===== config.mk =====
export PLATFORM = sky130hd
export DESIGN_NAME = acct_cell
export DESIGN_NICKNAME = d
export VERILOG_FILES = /design/src/sv/acct_pkg.sv /design/src/sv/acct_cell.sv
export SDC_FILE = /design/constraint.sdc
export NUM_CORES = 1
export LEC_CHECK = 0
export BUFFER_PORTS_ARGS = -buffer_cell sky130_fd_sc_hd__buf_2
export CAP_MARGIN = 0
export CORE_ASPECT_RATIO = 1.2
export CORE_MARGIN = 1
export CORE_UTILIZATION = 60
export DETAILED_ROUTE_END_ITERATION = 16
export PLACE_DENSITY = 0.87
export SLEW_MARGIN = 20
export SYNTH_ARGS = -nofsm -noshare
export SYNTH_HDL_FRONTEND = slang
export SYNTH_SLANG_ARGS = --single-unit

===== constraint.sdc =====
create_clock -name clock -period 12.3 [get_ports clock]
set_input_delay 2.46 -clock clock [delete_from_list [all_inputs] [get_ports clock]]
set_output_delay 2.46 -clock clock [all_outputs]
set_load 0.02 [all_outputs]

===== src/sv/acct_pkg.sv =====
package acct_pkg;

   // Model constants
   localparam int CORDIC_STEPS    = 16;
   localparam int ANGLE_FRAC_BITS = 7;
   localparam int ACC_FRAC        = 20;
   localparam int IN_SCALE        = 24;
   localparam int TABLE_LEN       = 24;

   // Field and datapath widths
   localparam int RAW_W  = 10;
   localparam int ZERO_W = 11;
   localparam int CENT_W = 12;
   localparam int XW     = CENT_W + IN_SCALE + 3;
   localparam int AW     = ACC_FRAC + 12;
   localparam int OUT_W  = 16;
   localparam int STEP_W = $clog2(TABLE_LEN);
   localparam int RND_SH = ACC_FRAC - ANGLE_FRAC_BITS;
   localparam int R_W    = AW - RND_SH;

   localparam logic [ZERO_W-1:0] ZERO_G_RESET = ZERO_W'(1023);

   // Angle constants in accumulator units
   localparam logic signed [AW-1:0] QUARTER_TURN = AW'(64'd90 << ACC_FRAC);
   localparam logic signed [AW-1:0] HALF_TURN    = AW'(64'd180 << ACC_FRAC);
   localparam logic signed [AW-1:0] FULL_TURN    = AW'(64'd360 << ACC_FRAC);
   localparam logic signed [AW-1:0] ROUND_HALF   = AW'(64'd1 << (RND_SH - 1));
   localparam logic [R_W-1:0]       ANGLE_LIM    = R_W'(64'd360 << ANGLE_FRAC_BITS);
   localparam logic [OUT_W-1:0]     ANGLE_HALF   = OUT_W'(64'd180 << ANGLE_FRAC_BITS);

   typedef struct packed {
      logic [RAW_W-1:0] accel_x;
      logic [RAW_W-1:0] accel_y;
      logic [RAW_W-1:0] accel_z;
   } accel_type;

   typedef struct packed {
      logic [OUT_W-1:0] pitch_angle;
      logic [OUT_W-1:0] yaw_angle;
   } tilt_type;

   // One CORDIC vector in flight; zero_num overrides the rotated angle at the output
   typedef struct packed {
      logic signed [XW-1:0] x;
      logic signed [XW-1:0] y;
      logic signed [AW-1:0] acc;
      logic                 zero_num;
      logic                 den_pos;
   } lane_type;

   typedef struct packed {
      lane_type pitch;
      lane_type yaw;
   } pair_type;

   // atan(2^-i) in degrees, 2^-20 units, rounded to nearest
   function automatic logic signed [AW-1:0] atan_of(input logic [STEP_W-1:0] i);
      logic signed [AW-1:0] v;
      case (i)
         STEP_W'(0):  v = AW'(47185920);
         STEP_W'(1):  v = AW'(27855475);
         STEP_W'(2):  v = AW'(14718068);
         STEP_W'(3):  v = AW'(7471121);
         STEP_W'(4):  v = AW'(3750058);
         STEP_W'(5):  v = AW'(1876857);
         STEP_W'(6):  v = AW'(938658);
         STEP_W'(7):  v = AW'(469357);
         STEP_W'(8):  v = AW'(234682);
         STEP_W'(9):  v = AW'(117342);
         STEP_W'(10): v = AW'(58671);
         STEP_W'(11): v = AW'(29335);
         STEP_W'(12): v = AW'(14668);
         STEP_W'(13): v = AW'(7334);
         STEP_W'(14): v = AW'(3667);
         STEP_W'(15): v = AW'(1833);
         STEP_W'(16): v = AW'(917);
         STEP_W'(17): v = AW'(458);
         STEP_W'(18): v = AW'(229);
         STEP_W'(19): v = AW'(115);
         STEP_W'(20): v = AW'(57);
         STEP_W'(21): v = AW'(29);
         STEP_W'(22): v = AW'(14);
         STEP_W'(23): v = AW'(7);
         default:     v = '0;
      endcase
      return v;
   endfunction

endpackage


===== src/sv/acct_cell.sv =====
module acct_cell (
   input  logic                       clock,
   input  logic                       reset,
   input  logic [acct_pkg::STEP_W-1:0] step,
   input  logic                       up_valid,
   output logic                       up_ready,
   input  acct_pkg::pair_type         up_data,
   output logic                       dn_valid,
   input  logic                       dn_ready,
   output acct_pkg::pair_type         dn_data
);
   import acct_pkg::*;

   logic     dn_valid_ff;
   pair_type dn_data_ff;
   pair_type dn_data_in;
   logic signed [AW-1:0] angle;

   // One vectoring micro-rotation with floor shifts
   function automatic lane_type rotate(input lane_type l,
                                       input logic [STEP_W-1:0] s,
                                       input logic signed [AW-1:0] a);
      lane_type r;
      logic signed [XW-1:0] xs, ys;
      xs = l.x >>> s;
      ys = l.y >>> s;
      r = l;
      if (l.y >= 0) begin
         r.x   = l.x + ys;
         r.y   = l.y - xs;
         r.acc = l.acc + a;
      end else begin
         r.x   = l.x - ys;
         r.y   = l.y + xs;
         r.acc = l.acc - a;
      end
      return r;
   endfunction

   always_comb begin
      angle = atan_of(step);
      dn_data_in.pitch = rotate(up_data.pitch, step, angle);
      dn_data_in.yaw   = rotate(up_data.yaw, step, angle);
   end

   assign up_ready = !dn_valid_ff || dn_ready;

   always_ff @(posedge clock) begin
      if (reset) begin
         dn_valid_ff <= 1'b0;
      end else if (up_ready) begin
         dn_valid_ff <= up_valid;
      end
   end

   always_ff @(posedge clock) begin
      if (up_ready && up_valid) begin
         dn_data_ff <= dn_data_in;
      end
   end

   assign dn_valid = dn_valid_ff;
   assign dn_data  = dn_data_ff;

endmodule


* Word-level counts from Yosys, hierarchy flattened
Memory sizes are Yosys's and may differ from the RTL's.
Index checks and enable logic that the tools add are counted.
** Storage, ports and cells
- Memory bits (read-only) :: 832
- Register bits :: 225
- Memories kept :: 1
- Output and inout port bits :: 226
** Cells by class
- Shifts and indexed selects :: 4
- Mux-type cells :: 2
- Magnitude comparators :: 2
- Reductions and logical operators :: 3
- $add $sub $neg :: 12
** Memory list
- (name not given) :: words 32, bits a word 26, rd ports 1, clocked after Yosys merged registers in 0, write ports 0, RTL line acct_pkg.sv:59 : case (i)
** Operators with widths (number)
- $mux 110 :: 2
- $add 39x39->39 :: 4
- $sshr 39x5->39 :: 4
- $sub 39x39->39 :: 4
- $ge 39x1->1 const B :: 2
- $add 32x32->32 :: 2
- $sub 32x32->32 :: 2
- $logic_and 1x1->1 :: 1
- $logic_not 1->1 :: 1
- $logic_or 1x1->1 :: 1

* Depth between registers and ports, before layout
Gate-level depths: netlist of the first run.
- Depth after elaboration :: 3
- Gate-level depth with buffers :: 35
- Gate-level depth less buffers :: 27

* Least setup slack after synthesis of the first run
Ideal clock, no wire load.
- Path kind :: in2reg
- Start point :: input step[1] in the netlist's numbering
- End point :: register dn_data_ff, in the netlist dn_data[33] (data pin)
- Required time :: 12.040 ns
- Buffers on the path :: 6
- Slack :: 2.452 ns
- Arrival time :: 9.588 ns
- Cell stages on the path :: 32
- Library setup time :: 0.260 ns
- Cells stage by stage :: clkinv_1 buf_2 buf_2 buf_1 clkbuf_1 buf_1 clkbuf_1 ha_1 mux2i_1 mux2i_1 nor2_1 a21oi_1 ha_1 inv_1 or3b_2 or3_1 nand2b_1 nor2_1 nor2_1 mux2_2 ha_1 a21o_1 a21oi_1 o21bai_1 a21o_1 a2111o_1 a211oi_1 nor4_1 or3_1 a31o_2 a21oi_1 xnor2_1
** RTL lines
- start, declared :: RTL line acct_cell.sv:4 : input logic [acct_pkg::STEP_W-1:0] step,
- end signal, assigned :: RTL line acct_cell.sv:58 : dn_data_ff <= dn_data_in;
- end, declared :: RTL line acct_cell.sv:15 : pair_type dn_data_ff;

==> reports/results.ini, run 1 <==
[run_status]
status = finished clean

[power_and_ir_drop]
power_mw = 4.55
max-vdd-ir-drop_uv = 123
power.density_nw_per_um2 = 120
leakagePower_nw = 15.6

[placed_design]
placed_cell_area_um2 = 37000
globalplace.congestion = 1.06
place_ws_ps = 2230
post-place-cells = 4751
dp_hpwl_um = 101000
portBuffers = 458

[layout]
regArea_um2 = 6750
drive_gt1_share_pct = 23.1
fin_cells = 4800
final_core_util_pct = 66.2
multiInputGateArea_um2 = 26300
nNetsFinal = 4516
antennaDiodeCount = 0
nFillCells = 4644
synthToLayoutAreaGrowth_pct = 9.24
final_area_um2 = 37900

[timing]
setup_viol = 0
worst_slack_ps = 2760
fin_setup_tns_ps = 0
fin_skew_ps = 14.9
rsz0062_at_grt = false
tightest_slew_ps = 1210
timing.fmax_mhz = 105
hold_ws_ps = 574
hold_viol_final = 0
slew_viol_final = 0
fin_crit_ps = 9540
finalCritPeriodShare_pct = 77.5
slew_headroom_pct = 19.2

[global_route]
grt_use_total_pct = 43.9
grt_overflow = 0
grt_pass1_wl_um = 198000
grt_max_degree = 94
grt_pass1_vias = 32400
antenna_found_initial = 2

[yosys]
synth-adder-area-share_pct = 8.65
synth_edf_count = 224
synth_mux_area_share_pct = 24.7
yosysUniqueCellTypes = 100
synthSimpleGateAreaFrac_pct = 14.6
ys.flop_type = edfxtp_1
synth_compound_area_share_pct = 19.1
synth.avg_cell_area_um2 = 9.24
synthesis.area_um2 = 34700
ys.warnings.count = 0
synthXorXnorAreaFrac_pct = 8.89
synth_top_family_by_area = multiplexers
ys_seq_area_share_pct = 19.5
syn_inst = 3750
async_reset_ff_share_pct = 0
synth_seq_cells = 225
synth_fp_nets = 4219

[cts]
postCtsSetupBuffers = 0
clock_path_buffers = 3
cts_hold_buf = 0
h-tree-depth = 1
cts_tree = built
cts.sinks = 225
cts-buffers-inserted = 25
root_buffer = clkbuf_16
clock_latency_ps = 590
cts_resized = 0
path_clk_slew_ps = 60

[floorplan]
die-area_um2 = 58700
die_h_um = 265
start_util_pct = 60.6
core_um2 = 57200
die_x_um = 221
rows = 96
ios = 459

[critical_path]
critical_path_arrival_ps = 9980
crit_type = input pin to flop
worst_ep_required_time_ps = 12740
path_cells = clkbuf_8, buf_4, nor3b_2, a22oi_1, o21ai_0, nor2_1, ha_1, o21ai_0, ha_1, nor2b_1, o21ai_0, a21boi_0, o41ai_1, o21ai_0, o21ai_0, o21ai_0, a41oi_1, o211ai_1, or4_1, nand4_1
cp-start-kind = input pin
crit_top_cell = o21ai_0
cp_slowest_cell = nor3b_2
max_stage_delay_ps = 1000
cp-end-kind = flop
worst-path-max-fanout = 91

[drt]
vias = 34200
firstDrtPassIters = 6
drt_iter0_drc = 4774
finalWirelength_um = 133000
drc_errors = 0
viasPerCell = 7.13
wire_per_inst_um = 27.7
ant_nets = 0

[flow_run]
cap_viol_max_count = 0

[worst_hold_path]
worst_hold_path_type = flop to flop

==> state kept, by name (all words and copies together), names as in the netlist <==
register	count
dn_data	224
dn_valid	1
==> cell usage in the layout (no fill, tap or decap), types with 25 or more instances in the layout <==
cell,netlist,routed
a211oi_1,36,36
a21o_1,105,105
a21oi_1,264,264
a31oi_1,27,27
and3_1,31,31
buf_2,58,451
buf_4,14,49
clkbuf_16,0,25
edfxtp_1,224,224
ha_1,230,230
inv_1,86,84
mux2_2,93,93
mux2i_1,165,165
mux4_2,238,238
nand2_1,365,365
nand2b_1,52,52
nand3_1,81,81
nand4_1,26,26
nor2_1,281,280
nor2b_1,42,42
nor3_1,56,54
o211ai_1,30,30
o21a_1,43,43
o21ai_0,231,229
o21bai_1,33,33
o22ai_1,34,34
o31ai_1,41,40
or3_1,27,27
xnor2_1,237,237
xor2_1,115,115
==> worst paths after layout <==
| check | startpoint | end | slack [ps] | cells after the start |
|---|---|---|---|---|
| max reg2reg | dn_valid | dn_data[49] | 9430 | 4 |
| min reg2reg | dn_valid | dn_valid | 570 | 2 |
| min | dn_valid | dn_valid | 570 | 2 |
| max | step[2] | dn_data[71] | 2760 | 20 |
==> synth_stat cells (93+ instances only) <==
cell      number  share of area [%]
xnor2_1      237                6.0
a21oi_1      264                3.8
xor2_1       115                2.9
clkbuf_1     107                1.2
nor2_1       281                3.0
ha_1         230                8.3
a21o_1       105                2.3
o21ai_0      231                3.3
mux2i_1      165                4.8
nand2_1      365                4.0
mux2_2        93                3.0
edfxtp_1     224                 19
mux4_2       238                 15
==> layer usage <==
layer | routed length [µm] | track usage (%)
met5 | 20 | 0
met4 | 11900 | 31.8
met1 | 46300 | 52.2
met2 | 60000 | 70.7
met3 | 14700 | 9.59
==> critical path: cells and delay by family <==
family	cells	cell delay (ps)
compound gates	11	3710
fa+ha+maj	2	680
buf+inv	2	1190
simple gates	5	1810
==> layout make-up <==
class	count	area share, %
Timing Repair Buffer	506	7.17
Tap cell	735	2.43
Multi-Input combinational cell	3200	69.6
Clock buffer	30	1.70
Clock inverter	15	0.403
Inverter	89	0.889
Sequential cell	225	17.8
==> cell families after synthesis <==
kind of cell             Yosys count
AO/OA/AOI/OAI                   1025
AND/OR/NAND/NOR                 1070
XOR/XNOR                         352
multiplexers                     517
buffers and inverters            325
adder cells (fa/ha/maj)          236
flip-flops                       225
==> power breakdown <==
part           switching, mW  leakage, nW  internal [mW]
combinational           1.62         13.0           1.02
sequential            0.0438         2.17           1.11
clock                  0.327        0.395          0.434
No activity file was read; power rests on OpenSTA's default activity.
==> run 2, diff against run 1 <==
CORE_UTILIZATION = 55   (was 60)
PLACE_DENSITY = 0.84   (was 0.87)
clock period = 7.95 ns   (was 12.3 ns; I/O delays follow)
==> run 2 against run 1 <==
Against the previous run:
- critical path depth did not move
- clock power rose by 59%
- largest cell class unchanged
- critical path type unchanged
- sequential cell count did not move
- highest routed layer unchanged
==> reports/results.ini, run 2 (synthesis results as in run 1) <==
[worst_hold_path]
worst_hold_path_type = flop to flop  ; unchanged
hp-start = dn_valid  ; unchanged

[layout]
final_common_cell = buf_2  ; unchanged
nFillCells = 5085  ; was 4,644
largest_reg_flops = 224  ; unchanged
regArea_um2 = 6750  ; unchanged
final_cell_mix = buf_2, buf_4, nand2_1  ; was buf_2, nand2_1, nor2_1
drive_gt1_share_pct = 30.0  ; was 23.1%
nNetsFinal = 4912  ; was 4,516
final_area_um2 = 41300  ; was 37,900 µm²
synthToLayoutAreaGrowth_pct = 19.3  ; was 9.24%
multiInputGateArea_um2 = 26400  ; was 26,300 µm²

[floorplan]
die_h_um = 277  ; was 265 µm
core_um2 = 62200  ; was 57,200 µm²
die-area_um2 = 64000  ; was 58,700 µm²
rows = 100  ; was 96
die_x_um = 231  ; was 221 µm
start_util_pct = 55.7  ; was 60.6%
ios = 459  ; unchanged

[power_and_ir_drop]
p_switching_mw = 3.26  ; was 1.99 mW
p_comb_share_pct = 60.3  ; was 57.9%
power.density_nw_per_um2 = 183  ; was 120 nW/µm²
pwr-share-seq_pct = 23.7  ; was 25.4%
max-vdd-ir-drop_uv = 209  ; was 123 µV
netSwitchingFraction_pct = 43.1  ; was 43.7%
p_clk_share_pct = 16.0  ; was 16.7%
leakagePower_nw = 17.6  ; was 15.6 nW
power.internal_mw = 4.29  ; was 2.56 mW

[cts]
root_buffer = clkbuf_16  ; unchanged
clock_latency_ps = 610  ; was 590 ps
cts.sinks = 225  ; unchanged
postCtsSetupBuffers = 0  ; unchanged
cts_hold_buf = 0  ; unchanged
h-tree-depth = 1  ; unchanged
clock_path_buffers = 3  ; unchanged
cts_tree = built  ; unchanged
path_clk_slew_ps = 60  ; about the same
cts-buffers-inserted = 26  ; was 25

[drt]
ant_nets = 0  ; unchanged
viasPerCell = 6.82  ; was 7.13
finalWirelength_um = 146000  ; was 133,000 µm
firstDrtPassIters = 6  ; unchanged
vias = 36000  ; was 34,200
wire_per_inst_um = 27.7  ; about the same
drt_iter0_drc = 4308  ; was 4,774
drc_errors = 0  ; unchanged

[timing]
fin_crit_ps = 7700
finalCritPeriodShare_pct = 96.8
hold_viol_final = 0  ; unchanged
tightest_slew_ps = 1080  ; was 1210 ps
timing.fmax_mhz = 130
rsz0062_at_grt = false  ; unchanged
setup_viol = 0  ; unchanged
hold_ws_ps = 523  ; was 574 ps
slew_headroom_pct = 27.7  ; was 19.2%
fin_skew_ps = 19.6  ; was 14.9 ps
slew_viol_final = 0  ; unchanged

[flow_run]
cap_viol_max_count = 0  ; unchanged

[placed_design]
placed_cell_area_um2 = 40500  ; was 37,000 µm²
globalplace.congestion = 1.12  ; was 1.06
dp_hpwl_um = 115000  ; was 101,000 µm
portBuffers = 458  ; unchanged

[global_route]
grt_use_total_pct = 44.6  ; was 43.9%
grt_max_degree = 139  ; was 94
antenna_found_initial = 8  ; was 2
grt_overflow = 0  ; unchanged
grt_pass1_wl_um = 218000  ; was 198,000 µm
grt_pass1_vias = 35600  ; was 32,400

[critical_path]
crit_type = input pin to flop  ; unchanged
timing.critical_path.to = dn_data[72]  ; was dn_data[71]
r2r_cells = 3  ; was 4
worst-r2r-setup-slack_ps = 5970  ; was 9430 ps
cp-start-kind = input pin  ; unchanged
worst_ep_required_time_ps = 8290  ; was 12,740 ps
cp-end-kind = flop  ; unchanged
worst-path-max-fanout = 25  ; was 91
critical_path_arrival_ps = 8040  ; was 9980 ps
r2r-start = dn_valid  ; unchanged
setup.worst_path.start = step[0]  ; was step[2]
regToRegEndpoint = dn_data[81]  ; was dn_data[49]

[run_status]
status = finished clean  ; unchanged

==> run 2: changes by cell type in the layout (fill, tap and decap cells not counted), sizes merged <==
cell	delta
inv	-2
diode	+6
clkbuf	+4
buf	+395
clkinvlp	+2
bufinv	-1
==> run 2: power groups by stage <==
stage / logic [mW] / registers, mW / clock network (mW)
finish: 4.55 / 1.79 / 1.21
global route: 4.83 / 1.81 / 1.26
CTS: 4.45 / 1.79 / 1.23
detailed placement: 4.41 / 1.81 / 0
global placement: 4.33 / 1.80 / 0
floorplan: 2.49 / 2.16 / 0
==> run 2: what timing repair did <==
item,CTS,global route
endpoints found under the hold margin,0,0
resized for setup,0,2
endpoints found under the setup margin,0,2
==> run 2: stage by stage <==
step | TNS, ps | setup WS [ps] | util (%) | instances | total power, mW
finish | 0 | 252 | 66.5 | 5285 | 7.55
global route | 0 | 25.8 | 66.5 | 5282 | 7.90
CTS | 0 | 403 | 66.4 | 5279 | 7.47
detailed placement | -519 | -195 | 65.1 | 5231 | 6.22
global placement | -9.12 | -9.12 | 65.1 | 5231 | 6.14
floorplan | -86.4 | -86.4 | - | 3750 | 4.65
==> run 2: worst min-delay path by stage <==
stage	endpoint	cells past startpoint
2_1_floorplan	dn_valid	2
3_3_place_gp	dn_valid	2
3_5_place_dp	dn_valid	2
4_1_cts	dn_valid	2
5_1_grt	dn_valid	2
6_report	dn_valid	2
==> run 2: layout make-up <==
cell class | instances | share of cell area [%]
multi-input cells | 3200 | 63.8
clock buffers | 34 | 1.70
diodes | 6 | 0.0363
repair buffers | 901 | 14.6
flip-flops and latches | 225 | 16.3
clock inverters | 14 | 0.318
inverters | 89 | 0.814
well taps | 816 | 2.47
==> run 2: routing by layer <==
| layer | up-vias | global-route usage (%) | routed length (µm) |
|---|---|---|---|
| met5 | - | 0 | 35 |
| met1 | 17200 | 51.3 | 50800 |
| met2 | 2381 | 73.0 | 68100 |
| met4 | 6 | 33.7 | 12900 |
| li1 | 15800 | - | - |
| met3 | 685 | 9.16 | 14400 |
==> run 2: critical path, cell delays in order <==
cell,delay (ps)
buf_8,240
buf_4,270
buf_4,300
nor2b_1,830
a22oi_1,390
o22ai_1,410
a221oi_1,270
nand2b_1,300
or3_1,410
or4_4,560
nand2_1,100
xnor2_1,180
ha_1,360
and2_1,190
a221o_1,380
a221o_1,330
a21oi_1,240
o21ai_0,170
o41ai_1,380
xnor2_1,120
