[src/sv/acct_pkg.sv]
package acct_pkg;

   // Model constants
   localparam int CORDIC_STEPS    = 16;
   localparam int ANGLE_FRAC_BITS = 7;
   localparam int ACC_FRAC        = 20;
   localparam int IN_SCALE        = 24;
   localparam int TABLE_LEN       = 24;

   // Field and datapath widths
   localparam int RAW_W  = 10;
   localparam int ZERO_W = 11;
   localparam int CENT_W = 12;
   localparam int XW     = CENT_W + IN_SCALE + 3;
   localparam int AW     = ACC_FRAC + 12;
   localparam int OUT_W  = 16;
   localparam int STEP_W = $clog2(TABLE_LEN);
   localparam int RND_SH = ACC_FRAC - ANGLE_FRAC_BITS;
   localparam int R_W    = AW - RND_SH;

   localparam logic [ZERO_W-1:0] ZERO_G_RESET = ZERO_W'(1023);

   // Angle constants in accumulator units
   localparam logic signed [AW-1:0] QUARTER_TURN = AW'(64'd90 << ACC_FRAC);
   localparam logic signed [AW-1:0] HALF_TURN    = AW'(64'd180 << ACC_FRAC);
   localparam logic signed [AW-1:0] FULL_TURN    = AW'(64'd360 << ACC_FRAC);
   localparam logic signed [AW-1:0] ROUND_HALF   = AW'(64'd1 << (RND_SH - 1));
   localparam logic [R_W-1:0]       ANGLE_LIM    = R_W'(64'd360 << ANGLE_FRAC_BITS);
   localparam logic [OUT_W-1:0]     ANGLE_HALF   = OUT_W'(64'd180 << ANGLE_FRAC_BITS);

   typedef struct packed {
      logic [RAW_W-1:0] accel_x;
      logic [RAW_W-1:0] accel_y;
      logic [RAW_W-1:0] accel_z;
   } accel_type;

   typedef struct packed {
      logic [OUT_W-1:0] pitch_angle;
      logic [OUT_W-1:0] yaw_angle;
   } tilt_type;

   // One CORDIC vector in flight; zero_num overrides the rotated angle at the output
   typedef struct packed {
      logic signed [XW-1:0] x;
      logic signed [XW-1:0] y;
      logic signed [AW-1:0] acc;
      logic                 zero_num;
      logic                 den_pos;
   } lane_type;

   typedef struct packed {
      lane_type pitch;
      lane_type yaw;
   } pair_type;

   // atan(2^-i) in degrees, 2^-20 units, rounded to nearest
   function automatic logic signed [AW-1:0] atan_of(input logic [STEP_W-1:0] i);
      logic signed [AW-1:0] v;
      case (i)
         STEP_W'(0):  v = AW'(47185920);
         STEP_W'(1):  v = AW'(27855475);
         STEP_W'(2):  v = AW'(14718068);
         STEP_W'(3):  v = AW'(7471121);
         STEP_W'(4):  v = AW'(3750058);
         STEP_W'(5):  v = AW'(1876857);
         STEP_W'(6):  v = AW'(938658);
         STEP_W'(7):  v = AW'(469357);
         STEP_W'(8):  v = AW'(234682);
         STEP_W'(9):  v = AW'(117342);
         STEP_W'(10): v = AW'(58671);
         STEP_W'(11): v = AW'(29335);
         STEP_W'(12): v = AW'(14668);
         STEP_W'(13): v = AW'(7334);
         STEP_W'(14): v = AW'(3667);
         STEP_W'(15): v = AW'(1833);
         STEP_W'(16): v = AW'(917);
         STEP_W'(17): v = AW'(458);
         STEP_W'(18): v = AW'(229);
         STEP_W'(19): v = AW'(115);
         STEP_W'(20): v = AW'(57);
         STEP_W'(21): v = AW'(29);
         STEP_W'(22): v = AW'(14);
         STEP_W'(23): v = AW'(7);
         default:     v = '0;
      endcase
      return v;
   endfunction

endpackage

[src/sv/acct_out.sv]
module acct_out (
   input  logic               clock,
   input  logic               reset,
   input  logic               up_valid,
   output logic               up_ready,
   input  acct_pkg::pair_type up_data,
   output logic               rsp_valid,
   input  logic               rsp_stall,
   output acct_pkg::tilt_type rsp_data
);
   import acct_pkg::*;

   logic     rsp_valid_ff;
   tilt_type rsp_data_ff;
   tilt_type rsp_data_in;

   // Add half a turn, clamp, round half-up to output units
   function automatic logic [OUT_W-1:0] finish(input lane_type l);
      logic signed [AW-1:0] total;
      logic signed [AW-1:0] rsum;
      logic [R_W-1:0]       r;
      logic [OUT_W-1:0]     res;
      total = l.acc + HALF_TURN;
      if (total < 0) begin
         total = '0;
      end
      if (total > FULL_TURN) begin
         total = FULL_TURN;
      end
      rsum = total + ROUND_HALF;
      r = rsum[AW-1:RND_SH];
      if (r > ANGLE_LIM) begin
         r = ANGLE_LIM;
      end
      res = r[OUT_W-1:0];
      if (l.zero_num) begin
         res = l.den_pos ? ANGLE_HALF : '0;
      end
      return res;
   endfunction

   always_comb begin
      rsp_data_in.pitch_angle = finish(up_data.pitch);
      rsp_data_in.yaw_angle   = finish(up_data.yaw);
   end

   assign up_ready = !rsp_valid_ff || !rsp_stall;

   always_ff @(posedge clock) begin
      if (reset) begin
         rsp_valid_ff <= 1'b0;
      end else if (up_ready) begin
         rsp_valid_ff <= up_valid;
      end
   end

   always_ff @(posedge clock) begin
      if (up_ready && up_valid) begin
         rsp_data_ff <= rsp_data_in;
      end
   end

   assign rsp_valid = rsp_valid_ff;
   assign rsp_data  = rsp_data_ff;

endmodule

[config.mk]
export PLATFORM = sky130hd
export DESIGN_NAME = acct_out
export DESIGN_NICKNAME = d
export VERILOG_FILES = /design/src/sv/acct_pkg.sv /design/src/sv/acct_out.sv
export SDC_FILE = /design/constraint.sdc
export NUM_CORES = 1
export LEC_CHECK = 0
export BUFFER_PORTS_ARGS = -buffer_cell sky130_fd_sc_hd__buf_2
export CAP_MARGIN = 20
export CORE_MARGIN = 4
export CORE_UTILIZATION = 35
export DETAILED_ROUTE_END_ITERATION = 10
export PLACE_DENSITY = 0.72
export SETUP_SLACK_MARGIN = 0.3
export SLEW_MARGIN = 20
export SYNTH_ARGS = -nofsm -noshare
export SYNTH_HDL_FRONTEND = slang
export SYNTH_SLANG_ARGS = --single-unit
[constraint.sdc]
create_clock -name clock -period 6.2 [get_ports clock]
set_input_delay 1.24 -clock clock [delete_from_list [all_inputs] [get_ports clock]]
set_output_delay 1.24 -clock clock [all_outputs]
set_load 0.01 [all_outputs]
* Yosys cells after proc, flatten, opt, wreduce, memory -nomap -nowiden
Cells that the tools add are included.
** Storage, ports and cells
- Word-level logic and storage cells :: 27
- Input bits :: 228
- Output and inout bits :: 34
- Flip-flop bits (word level) :: 33
** Operators by class
- Multiplexer cells :: 10
- Reduce and logical (&&, ||, !) cells :: 4
- $add $sub $neg :: 4
- $lt $le $gt $ge :: 6
** Operator list (count)
- $mux 32 :: 4
- $add 32x14->32 const B :: 2
- $add 32x29->32 const B :: 2
- $gt 32x30->1 const B :: 2
- $lt 32x1->1 const B :: 2
- $mux 16 :: 4
- $gt 19x16->1 const B :: 2
- $mux 15 :: 2
- $logic_not 1->1 :: 2
- $logic_and 1x1->1 :: 1
- $logic_or 1x1->1 :: 1

* Depth between registers and ports, before layout
Gate-level depths: netlist of run 1.
- Depth after elaboration :: 9
- Mapped depth :: 20
- Depth with buffers taken out :: 16

* Least setup slack after synthesis of run 1
No wires, ideal clock.
- Kind :: input -> register
- From :: input up_data[24] (netlist bit)
- To :: register rsp_data_ff, in the netlist rsp_data[1] (data pin)
- Required time :: 5.931 ns
- Arrival time :: 4.992 ns
- Cell stages on the path :: 19
- Slack :: 0.938 ns
- Path buffers :: 4
- Setup time :: 0.269 ns
- Cell sequence :: ha_1 > buf_2 > xnor2_1 > or4_1 > o2111ai_1 > and3_1 > and2_1 > ha_1 > clkbuf_1 > and4_1 > clkbuf_1 > nand4_1 > or3_1 > a31oi_1 > nand4_1 > a211oi_2 > o21a_1 > buf_6 > nor3_1
** Between the ends
- Longest elaborated chain between the ends :: 9
** RTL lines
- from (decl) :: RTL line acct_out.sv:6 : input acct_pkg::pair_type up_data,
- $add 32x29->32 (*) :: RTL line acct_out.sv:23 : total = l.acc + HALF_TURN;
- $lt 32x1->1 :: RTL line acct_out.sv:24 : if (total < 0) begin
- $mux 32 (*) :: RTL line acct_out.sv:24
- $gt 32x30->1 :: RTL line acct_out.sv:27 : if (total > FULL_TURN) begin
- $mux 32 (*) :: RTL line acct_out.sv:27
- $add 32x14->32 (*) :: RTL line acct_out.sv:30 : rsum = total + ROUND_HALF;
- $gt 19x16->1 :: RTL line acct_out.sv:32 : if (r > ANGLE_LIM) begin
- $mux 16 (*) :: RTL line acct_out.sv:32
- $mux 16 (*) :: RTL line acct_out.sv:36 : if (l.zero_num) begin
- to (signal assigned) :: RTL line acct_out.sv:59 : rsp_data_ff <= rsp_data_in;
- to (decl) :: RTL line acct_out.sv:14 : tilt_type rsp_data_ff;
Mark *: on every way between the ends. The rest lies on a longest branch, timed or not.
A chain may end at the register's enable or synchronous reset.

* Worst setup path in the final report of run 1
- From :: input up_data[24] (netlist bit)
- To :: register rsp_data_ff, in the netlist rsp_data[0] (data pin)
The elaborated chain is that of the path after synthesis.

==> results.cfg, run 1 <==
[hold_path]
min_path_cells = 2
hp-start = rsp_valid
hp-class = reg2reg
hold_end = rsp_valid

[logic_synthesis]
netlist_area_um2 = 3340
synth_top_family_by_area = simple AND/OR/NAND/NOR gates
yosys.cell_types.count = 67
yosys.area.top_type_share = 0.288
synth-xor-area-share = 0.0944
synth_commonest_cells = nand2_1 (39), edfxtp_1 (32), nor2_1 (27), nand3_1 (22)
synth_edf_count = 32
synthCells = 403
yosys-top-cells-area = edfxtp_1 (29%), xnor2_1 (5.2%), nand2_1 (4.4%), xor2_1 (4.2%), nor4_1 (3.6%)
avgSynthCellArea_um2 = 8.29
async_flop_share = 0
yosysWarnings = 0
synth_mux_area_frac = 0.0127
yosysSeqAreaShare = 0.294
post-synth-top-count-cell = nand2_1
synth_compound_area_frac = 0.199
synth_top_area_cell = edfxtp_1
ys_ff_latch = 33
synthFlopType = edfxtp_1
synthSimpleGateAreaFrac = 0.343
syn-num-nets = 635
synthAdderAreaFrac = 0.0150

[cts]
path_clk_slew_ns = 0.07
cts_root_buf = clkbuf_8
cts_tree = built
clock_sinks = 33
h-tree-depth = 2
clk_latency_ns = 0.29
cts_setup_buffers = 0
ctsHoldBuffers = 0
clk_path_buf_depth = 2
cts_buffers = 5

[power_and_ir_drop]
p_clk_frac = 0.309
peakVddDrop_v = 0.000107
p_sw_mw = 0.204
intPower_mw = 0.455
finalPower_mw = 0.659
p_leak_nw = 1.60
seqPwrFrac = 0.402
p_sw_frac = 0.310
combPwrFrac = 0.289
powerDensity_nw_per_um2 = 163

[setup_path]
arrival_ns = 5.51
cp_max_fo = 13
reg2reg_slack_ns = 4.95
r2r_end = rsp_data[24]
path_class = in2reg
crit_path_end_kind = flip-flop
r2r-start = rsp_valid
reg2regPathDepth = 3
cp-start-kind = primary input
required_ns = 6.22

[floorplanning]
dieArea_um2 = 11200
initial_core_util = 0.360
core_area_um2 = 9280
die_w_um = 106
rows = 35
pin_count = 262
die_h_um = 106

[finish]
nNetsFinal = 726
diodes = 0
layout-drive-gt1-share = 0.271
final_area_um2 = 4060
syn_to_final_growth_pct = 21.4

[sta]
finalHoldViolCount = 0
grt_setup_unrepaired = no
fmax_ghz = 0.182
relSlewSlack = 0.514
finalClockSkew_ns = 0.00598
period_share = 0.886
worst_slack_ns = 0.706
setup_tns_ns = 0
fin_crit_ns = 5.49
worst_slew_pin_slew_ns = 0.729
slew_violations = 0
final-setup-viol-count = 0

[drt]
wl_um = 9150
drc = 0
first_pass_iters = 5
first_iter_violations = 175
detail-route-antenna-nets = 0
wl_per_cell_um = 14.7
viasPerCell = 5.44
routed-via-count = 3397

[placed_design]
hpwlAfterDp_um = 7550
gp_congestion = 0.831
preCtsSetupSlack_ns = 0.434
dpl_cell_area_um2 = 3940
io_buffers = 105

[run]
drv_cap = 0

[global_routing]
grt_overflow = 0
grt_start_max_net_pins = 33
grt_pass1_wl_um = 14800
grt_antenna_before_repair = 0
grt_pass1_vias = 3061
grt_use_total = 0.160

[status]
outcome = finished, final reports clean
[power groups by stage]
stage	logic [mW]	registers (mW)	clock network (mW)
after floorplan	0.110	0.278	0
after global placement	0.185	0.270	0
after detailed placement	0.189	0.270	0
after CTS	0.190	0.265	0.208
after global routing	0.211	0.266	0.219
final	0.190	0.265	0.204
[registers in the layout, indices dropped and copies added, names as in the netlist]
| name | flops |
|---|---|
| rsp_valid | 1 |
| rsp_data | 32 |
[area by class of cell]
class	instances	area (um^2)
Fill cell	942	5230
Clock buffer	5	68.8
Clock inverter	3	46.3
Inverter	8	30.0
Sequential cell	33	981
Tap cell	129	161
Multi-Input combinational cell	338	2220
Timing Repair Buffer	108	548
[per-stage QoR]
step | cells | utilization | hold WS, ns
6_report | 624 | 0.437 | 0.520
5_1_grt | 624 | 0.437 | 0.567
4_1_cts | 624 | 0.437 | 0.522
3_5_place_dp | 616 | 0.424 | 0.506
3_3_place_gp | 616 | 0.424 | 0.490
2_1_floorplan | 403 | - | 0.537
[layout by cell type (no fill, tap or decap), types with 4 or more instances in the layout]
master	n
inv_1	8
a211oi_1	8
nand4_1	13
o21a_1	4
and3_1	11
edfxtp_1	32
o211ai_1	6
buf_2	105
o21ai_0	20
or3_1	7
and2_1	11
nor2b_1	6
o31ai_1	4
xnor2_1	20
nand3_1	22
ha_1	4
nor3_1	13
xor2_1	16
clkbuf_8	5
a21oi_1	15
nor2_1	26
nor4_1	19
and4_1	7
nand2_1	39
[worst max-delay path by stage]
stage / end / slack [ns] / startpoint / cells past startpoint
detailed placement: rsp_data[22] / 0.43 / up_data[136] / 17
global placement: rsp_data[22] / 0.49 / up_data[136] / 17
global route: rsp_data[22] / 0.35 / up_data[136] / 17
finish: rsp_data[0] / 0.71 / up_data[24] / 16
floorplan: rsp_data[1] / 0.94 / up_data[24] / 19
CTS: rsp_data[22] / 0.73 / up_data[136] / 17
[worst max-delay path: stages]
cell       delay, ns
buf_2           0.22
ha_1            0.35
xnor2_1         0.14
or4_1           0.59
o2111ai_1       0.24
and3_1          0.33
and2_1          0.16
ha_1            0.16
and4_1          0.32
nand4_1         0.22
or3_1           0.42
a31oi_1         0.24
nand4_1         0.14
a211oi_2        0.29
o21a_1          0.35
nor3b_1         0.11
[layer usage]
| metal | share of wire | GRT usage | vias to the layer above | wire length, um |
|---|---|---|---|---|
| met4 | 0.011 | 0.0407 | 0 | 103 |
| met3 | 0.060 | 0.0196 | 11 | 551 |
| met1 | 0.50 | 0.238 | 1537 | 4530 |
| met5 | 0 | 0 | - | 0 |
| met2 | 0.43 | 0.245 | 112 | 3960 |
| li1 | - | - | 1737 | - |
[cell families after synthesis]
logic type	count (synthesis)
xor gates and xnor gates	36
DFF	33
muxes	4
adders and majority gates	4
and+or+nand+nor	202
AOI/OAI and AO/OA	92
buffers and inverters	32
[what timing repair did]
action	CTS	global route
setup endpoints to repair	0	6
hold endpoints to repair	0	0
resized for setup	0	1
No activity file was read; power rests on OpenSTA's default activity.
==> inputs of run 2 (changes only) <==
--- a/config.mk
+++ b/config.mk
@@ -5,14 +5,16 @@
 export SDC_FILE = /design/constraint.sdc
 export NUM_CORES = 1
 export LEC_CHECK = 0
+export ABC_AREA = 1
 export BUFFER_PORTS_ARGS = -buffer_cell sky130_fd_sc_hd__buf_2
 export CAP_MARGIN = 20
 export CORE_MARGIN = 4
 export CORE_UTILIZATION = 35
 export DETAILED_ROUTE_END_ITERATION = 10
-export PLACE_DENSITY = 0.72
+export PLACE_DENSITY = 0.7
 export SETUP_SLACK_MARGIN = 0.3
 export SLEW_MARGIN = 20
 export SYNTH_ARGS = -nofsm -noshare
 export SYNTH_HDL_FRONTEND = slang
 export SYNTH_SLANG_ARGS = --single-unit
+export TNS_END_PERCENT = 30
==> constraint.sdc (replaced) <==
create_clock -name clock -period 6.2 [get_ports clock]
set_input_delay 0.31 -clock clock [delete_from_list [all_inputs] [get_ports clock]]
set_output_delay 0.31 -clock clock [all_outputs]
set_load 0.01 [all_outputs]
==> results.cfg, run 2 <==
[status]
outcome = finished, final reports clean

[sta]
fin_crit_ns = 3.61
slew_violations = 0
finalHoldViolCount = 0
fmax_ghz = 0.277
final-setup-viol-count = 0
period_share = 0.582
worst_slew_pin_slew_ns = 0.963
grt_setup_unrepaired = no
worst_slack_ns = 2.59
setup_tns_ns = 0
finalClockSkew_ns = 0.00386
relSlewSlack = 0.357

[finish]
seqCellArea_um2 = 981
largest_reg_flops = 32
layout_commonest_cell = nand2_1
diodes = 0
nNetsFinal = 951
syn_to_final_growth_pct = 19.4
final_area_um2 = 4510
layout-drive-gt1-share = 0.247
multiInputGateArea_um2 = 2350
num-fill-cells = 1148
final_cell_mix = nand2_1 (166), buf_2 (105), inv_1 (102)

[drt]
routed-via-count = 3928
first_iter_violations = 203
detail-route-antenna-nets = 0
first_pass_iters = 5
wl_met3_um = 468
top_layer_used = met4
routed-wl-met2_um = 3780
wl_um = 9090
viasPerCell = 4.59
drc = 0
wl_per_cell_um = 10.6
met1_length_um = 4780

[placed_design]
dpl_cell_area_um2 = 4420
gp_congestion = 0.835
io_buffers = 105
preCtsSetupSlack_ns = 2.30
hpwlAfterDp_um = 7840

[setup_path]
cpMostUsedCell = nand2_1
critPathMaxStageDelay_ns = 0.31
cp_max_fo = 23
arrival_ns = 3.63
crit_path_end_kind = flip-flop
path_class = in2reg
cp-start-kind = primary input
required_ns = 6.22
crit_slowest_cell = nand2_2

[cts]
clk_path_buf_depth = 2
clk_latency_ns = 0.27
cts_resized = 0
h-tree-depth = 2
cts_buffers = 5
cts_root_buf = clkbuf_8
ctsHoldBuffers = 0
path_clk_slew_ns = 0.06
clock_sinks = 33
cts_tree = built
cts_setup_buffers = 0

[logic_synthesis]
yosys.area.top_type_share = 0.255
avgSynthCellArea_um2 = 6.15
synthCells = 614
netlist_area_um2 = 3770
synth_commonest_cells = nand2_1 (166), inv_1 (102), nor2_1 (90), nand3_1 (71), edfxtp_1 (32)
yosysSeqAreaShare = 0.260
yosys-top-cells-area = edfxtp_1 (25%), nand2_1 (17%), inv_1 (10%), nand3_1 (9.4%), nor2_1 (8.9%)
synthFlopType = edfxtp_1
synth_edf_count = 32
syn-num-nets = 846
yosys.cell_types.count = 35
ys_ff_latch = 33
post-synth-top-count-cell = nand2_1
synth_top_area_cell = edfxtp_1
async_flop_share = 0
yosysWarnings = 0

[floorplanning]
dieArea_um2 = 12500
pin_count = 262
initial_core_util = 0.362
die_h_um = 112
die_w_um = 112
core_area_um2 = 10400
rows = 37

[global_routing]
grt_pass1_wl_um = 15900
grt_start_max_net_pins = 33
grt_overflow = 0
grt_pass1_vias = 3545
grt_antenna_before_repair = 0
grt_use_total = 0.146

[power_and_ir_drop]
powerDensity_nw_per_um2 = 151
peakVddDrop_v = 0.000105
p_leak_nw = 2.31

[run]
drv_cap = 0

[hold_path]
hp-class = in2reg
[run 2: cells by family (layout without fill, tap and decap cells)]
logic type / count (synthesis) / in the layout / synth area share
AND/OR/NAND/NOR: 424 / 424 / 0.538
XOR/XNOR: 11 / 11 / 0.0255
flip-flops: 33 / 33 / 0.260
AO/OA/AOI/OAI: 30 / 30 / 0.0434
adder cells (fa/ha/maj): 4 / 4 / 0.0133
buffers and inverters: 112 / 218 / 0.120
[run 2: layer usage]
metal,GRT usage,vias to the layer above
met5,0,-
met4,0.0324,0
met3,0.0147,5
met2,0.224,100
met1,0.221,1654
li1,-,2169
[run 2: through the flow]
stage                      util  std cells  power, mW  hold slack [ns]
after floorplan               -        614      0.460            0.379
after global placement    0.425        848      0.534            0.474
after detailed placement  0.425        848      0.537            0.479
after CTS                 0.433        856      0.687            0.186
after global routing      0.433        856      0.735            0.193
final                     0.433        856      0.681            0.191
[run 2: area by class of cell]
| cell class | count | share of cell area |
|---|---|---|
| Clock buffer | 6 | 0.0161 |
| Tap cell | 136 | 0.0378 |
| Sequential cell | 33 | 0.218 |
| Multi-Input combinational cell | 469 | 0.522 |
| Inverter | 105 | 0.0875 |
| Clock inverter | 2 | 0.00222 |
| Timing Repair Buffer | 105 | 0.117 |
[run 2: path summary, 6_finish.rpt]
check	start	end	slack (ns)	depth (start not counted)
worst max-delay path	up_data[139]	rsp_data[19]	2.59	26
worst min-delay path	reset	rsp_valid	0.19	2
worst max register to register	rsp_valid	rsp_data[11]	4.71	1
worst min register to register	rsp_valid	rsp_valid	0.52	2
[run 2: critical path: cells and delay by family]
family | cells | cell delay (ns)
fa+ha+maj | 1 | 0.22
buf+inv | 2 | 0.29
compound gates | 1 | 0.15
simple gates | 22 | 2.64
[run 2: where the power goes]
group          switching (mW)  internal (mW)
registers             0.00392          0.266
clock network          0.0716         0.0776
logic                   0.174         0.0882
==> inputs of run 3 (changes only) <==
--- a/config.mk
+++ b/config.mk
@@ -11,7 +11,7 @@
 export CORE_MARGIN = 4
 export CORE_UTILIZATION = 35
 export DETAILED_ROUTE_END_ITERATION = 10
-export PLACE_DENSITY = 0.7
+export PLACE_DENSITY = 0.72
 export SETUP_SLACK_MARGIN = 0.3
 export SLEW_MARGIN = 20
 export SYNTH_ARGS = -nofsm -noshare
==> constraint.sdc (replaced) <==
create_clock -name clock -period 3 [get_ports clock]
set_input_delay 0.15 -clock clock [delete_from_list [all_inputs] [get_ports clock]]
set_output_delay 0.15 -clock clock [all_outputs]
set_load 0.01 [all_outputs]
==> results.cfg, run 3 (synthesized netlist as in run 2, its figures left out) <==
[floorplanning]
pin_count = 262
die_w_um = 112
die_h_um = 112
rows = 37
dieArea_um2 = 12500
core_area_um2 = 10400
initial_core_util = 0.362

[sta]
grt_setup_unrepaired = yes
worst_slack_ns = 0.190
finalHoldViolCount = 0
fmax_ghz = 0.356
setup_tns_ns = 0
finalClockSkew_ns = 0.00428
final-setup-viol-count = 0
worst_slew_pin_slew_ns = 0.944
slew_violations = 0
period_share = 0.937
relSlewSlack = 0.369
whs_ns = 0.0268
fin_crit_ns = 2.81

[finish]
largest_reg_flops = 32
final_cells = 971
num-fill-cells = 983
multiInputGateArea_um2 = 2950
nNetsFinal = 1066
layout_commonest_cell = nand2_1
layout-drive-gt1-share = 0.453
syn_to_final_growth_pct = 61.0
diodes = 0
seqCellArea_um2 = 981
final_cell_mix = nand2_1 (140), buf_4 (109), buf_2 (96)
utilization = 0.583

[cts]
cts_tree = built
clock_sinks = 33
h-tree-depth = 2
path_clk_slew_ns = 0.06
ctsHoldBuffers = 0
cts_root_buf = clkbuf_8
cts_buffers = 5
clk_path_buf_depth = 2
clk_latency_ns = 0.28

[setup_path]
path_depth = 23
critPathBufInv = 3
cp_max_fo = 7
cpLargestDelayFamily = simple AND/OR/NAND/NOR gates
reg2regPathDepth = 1
crit_path_end_kind = flip-flop
r2r_end = rsp_data[2]
cp-start-kind = primary input
reg2reg_slack_ns = 1.52
path_class = in2reg
crit_slowest_cell = nor3_1
required_ns = 3.15
cpMostUsedCell = nand2_1
r2r-start = rsp_valid
critPathMaxStageDelay_ns = 0.21
crit_chain = buf_2 -> inv_1 -> nand2_1 -> nor3_1 -> nand2_1 -> nor2_1 -> nand2_2 -> nor2_2 -> nand2_1 -> nand3_2 -> nand2_2 -> nor3_4 -> ha_4 -> nand4_4 -> nor2_4 -> buf_6 -> xor2_2 -> nand3_1 -> nor2_1 -> nand3_1 -> nand2_4 -> nand2_8 -> nor2_4
arrival_ns = 2.96

[hold_path]
min_path_cells = 2
hp-class = in2reg
hold_end = rsp_valid
hp-start = reset

[placed_design]
io_buffers = 105
preCtsSetupSlack_ns = -0.195
post-place-cells = 945
hpwlAfterDp_um = 8380
gp_congestion = 0.903

[power_and_ir_drop]
p_leak_nw = 2.97
powerDensity_nw_per_um2 = 298
peakVddDrop_v = 0.000235

[drt]
wl_um = 10800
first_iter_violations = 179
viasPerCell = 4.63
drc = 0
first_pass_iters = 5
detail-route-antenna-nets = 0
wl_per_cell_um = 11.2
routed-via-count = 4499

[run]
drv_cap = 0

[global_routing]
grt_antenna_before_repair = 0
grt_pass1_wl_um = 17500
grt_start_max_net_pins = 33
grt_pass1_vias = 4042
grt_use_total = 0.161
grt_overflow = 0

[status]
outcome = finished, final reports clean
## run 3: cell type report
cell class / instances / area share
inverters: 105 / 0.0649
well taps: 136 / 0.0280
repair buffers: 218 / 0.241
flip-flops and latches: 33 / 0.161
clock inverters: 1 / 0.00494
clock buffers: 7 / 0.0142
multi-input cells: 471 / 0.485
## run 3: what timing repair did
item | CTS | global route
cloned | 2 | 0
endpoints found under the setup margin | 28 | 28
pin swaps | 39 | 67
resized for setup | 59 | 86
buffers inserted | 9 | 7
## run 3: stage by stage
| step | area, um^2 | power, mW |
|---|---|---|
| floorplan | 3840 | 0.963 |
| global placement | 5230 | 1.25 |
| detailed placement | 5230 | 1.26 |
| CTS | 5650 | 1.74 |
| global route | 6080 | 1.93 |
| finish | 6080 | 1.81 |
## run 3: power by group
group / leakage [nW] / switching [mW] / internal, mW / total (mW)
Clock: 0.0585 / 0.152 / 0.271 / 0.422
Sequential: 0.326 / 0.00769 / 0.549 / 0.557
Combinational: 2.58 / 0.472 / 0.363 / 0.834
Total: 2.97 / 0.631 / 1.18 / 1.81
## run 3: worst max path at each step
| stage | start | slack, ns | to |
|---|---|---|---|
| 2_1_floorplan | up_data[136] | 0.07 | rsp_data[18] |
| 5_1_grt | up_data[12] | -0.14 | rsp_data[3] |
| 4_1_cts | up_data[136] | 0.23 | rsp_data[20] |
| 6_report | up_data[16] | 0.19 | rsp_data[3] |
| 3_5_place_dp | up_data[27] | -0.20 | rsp_data[1] |
| 3_3_place_gp | up_data[128] | -0.22 | rsp_data[16] |
## run 3: routing by layer
layer  up-vias  GRT usage  part of all wire  wire [um]
met1      1987      0.223              0.46       4990
li1       2407          -                 -          -
met3         9     0.0109             0.040        438
met5         -          0                 0          0
met4         0     0.0389            0.0091         99
met2        96      0.272              0.49       5310
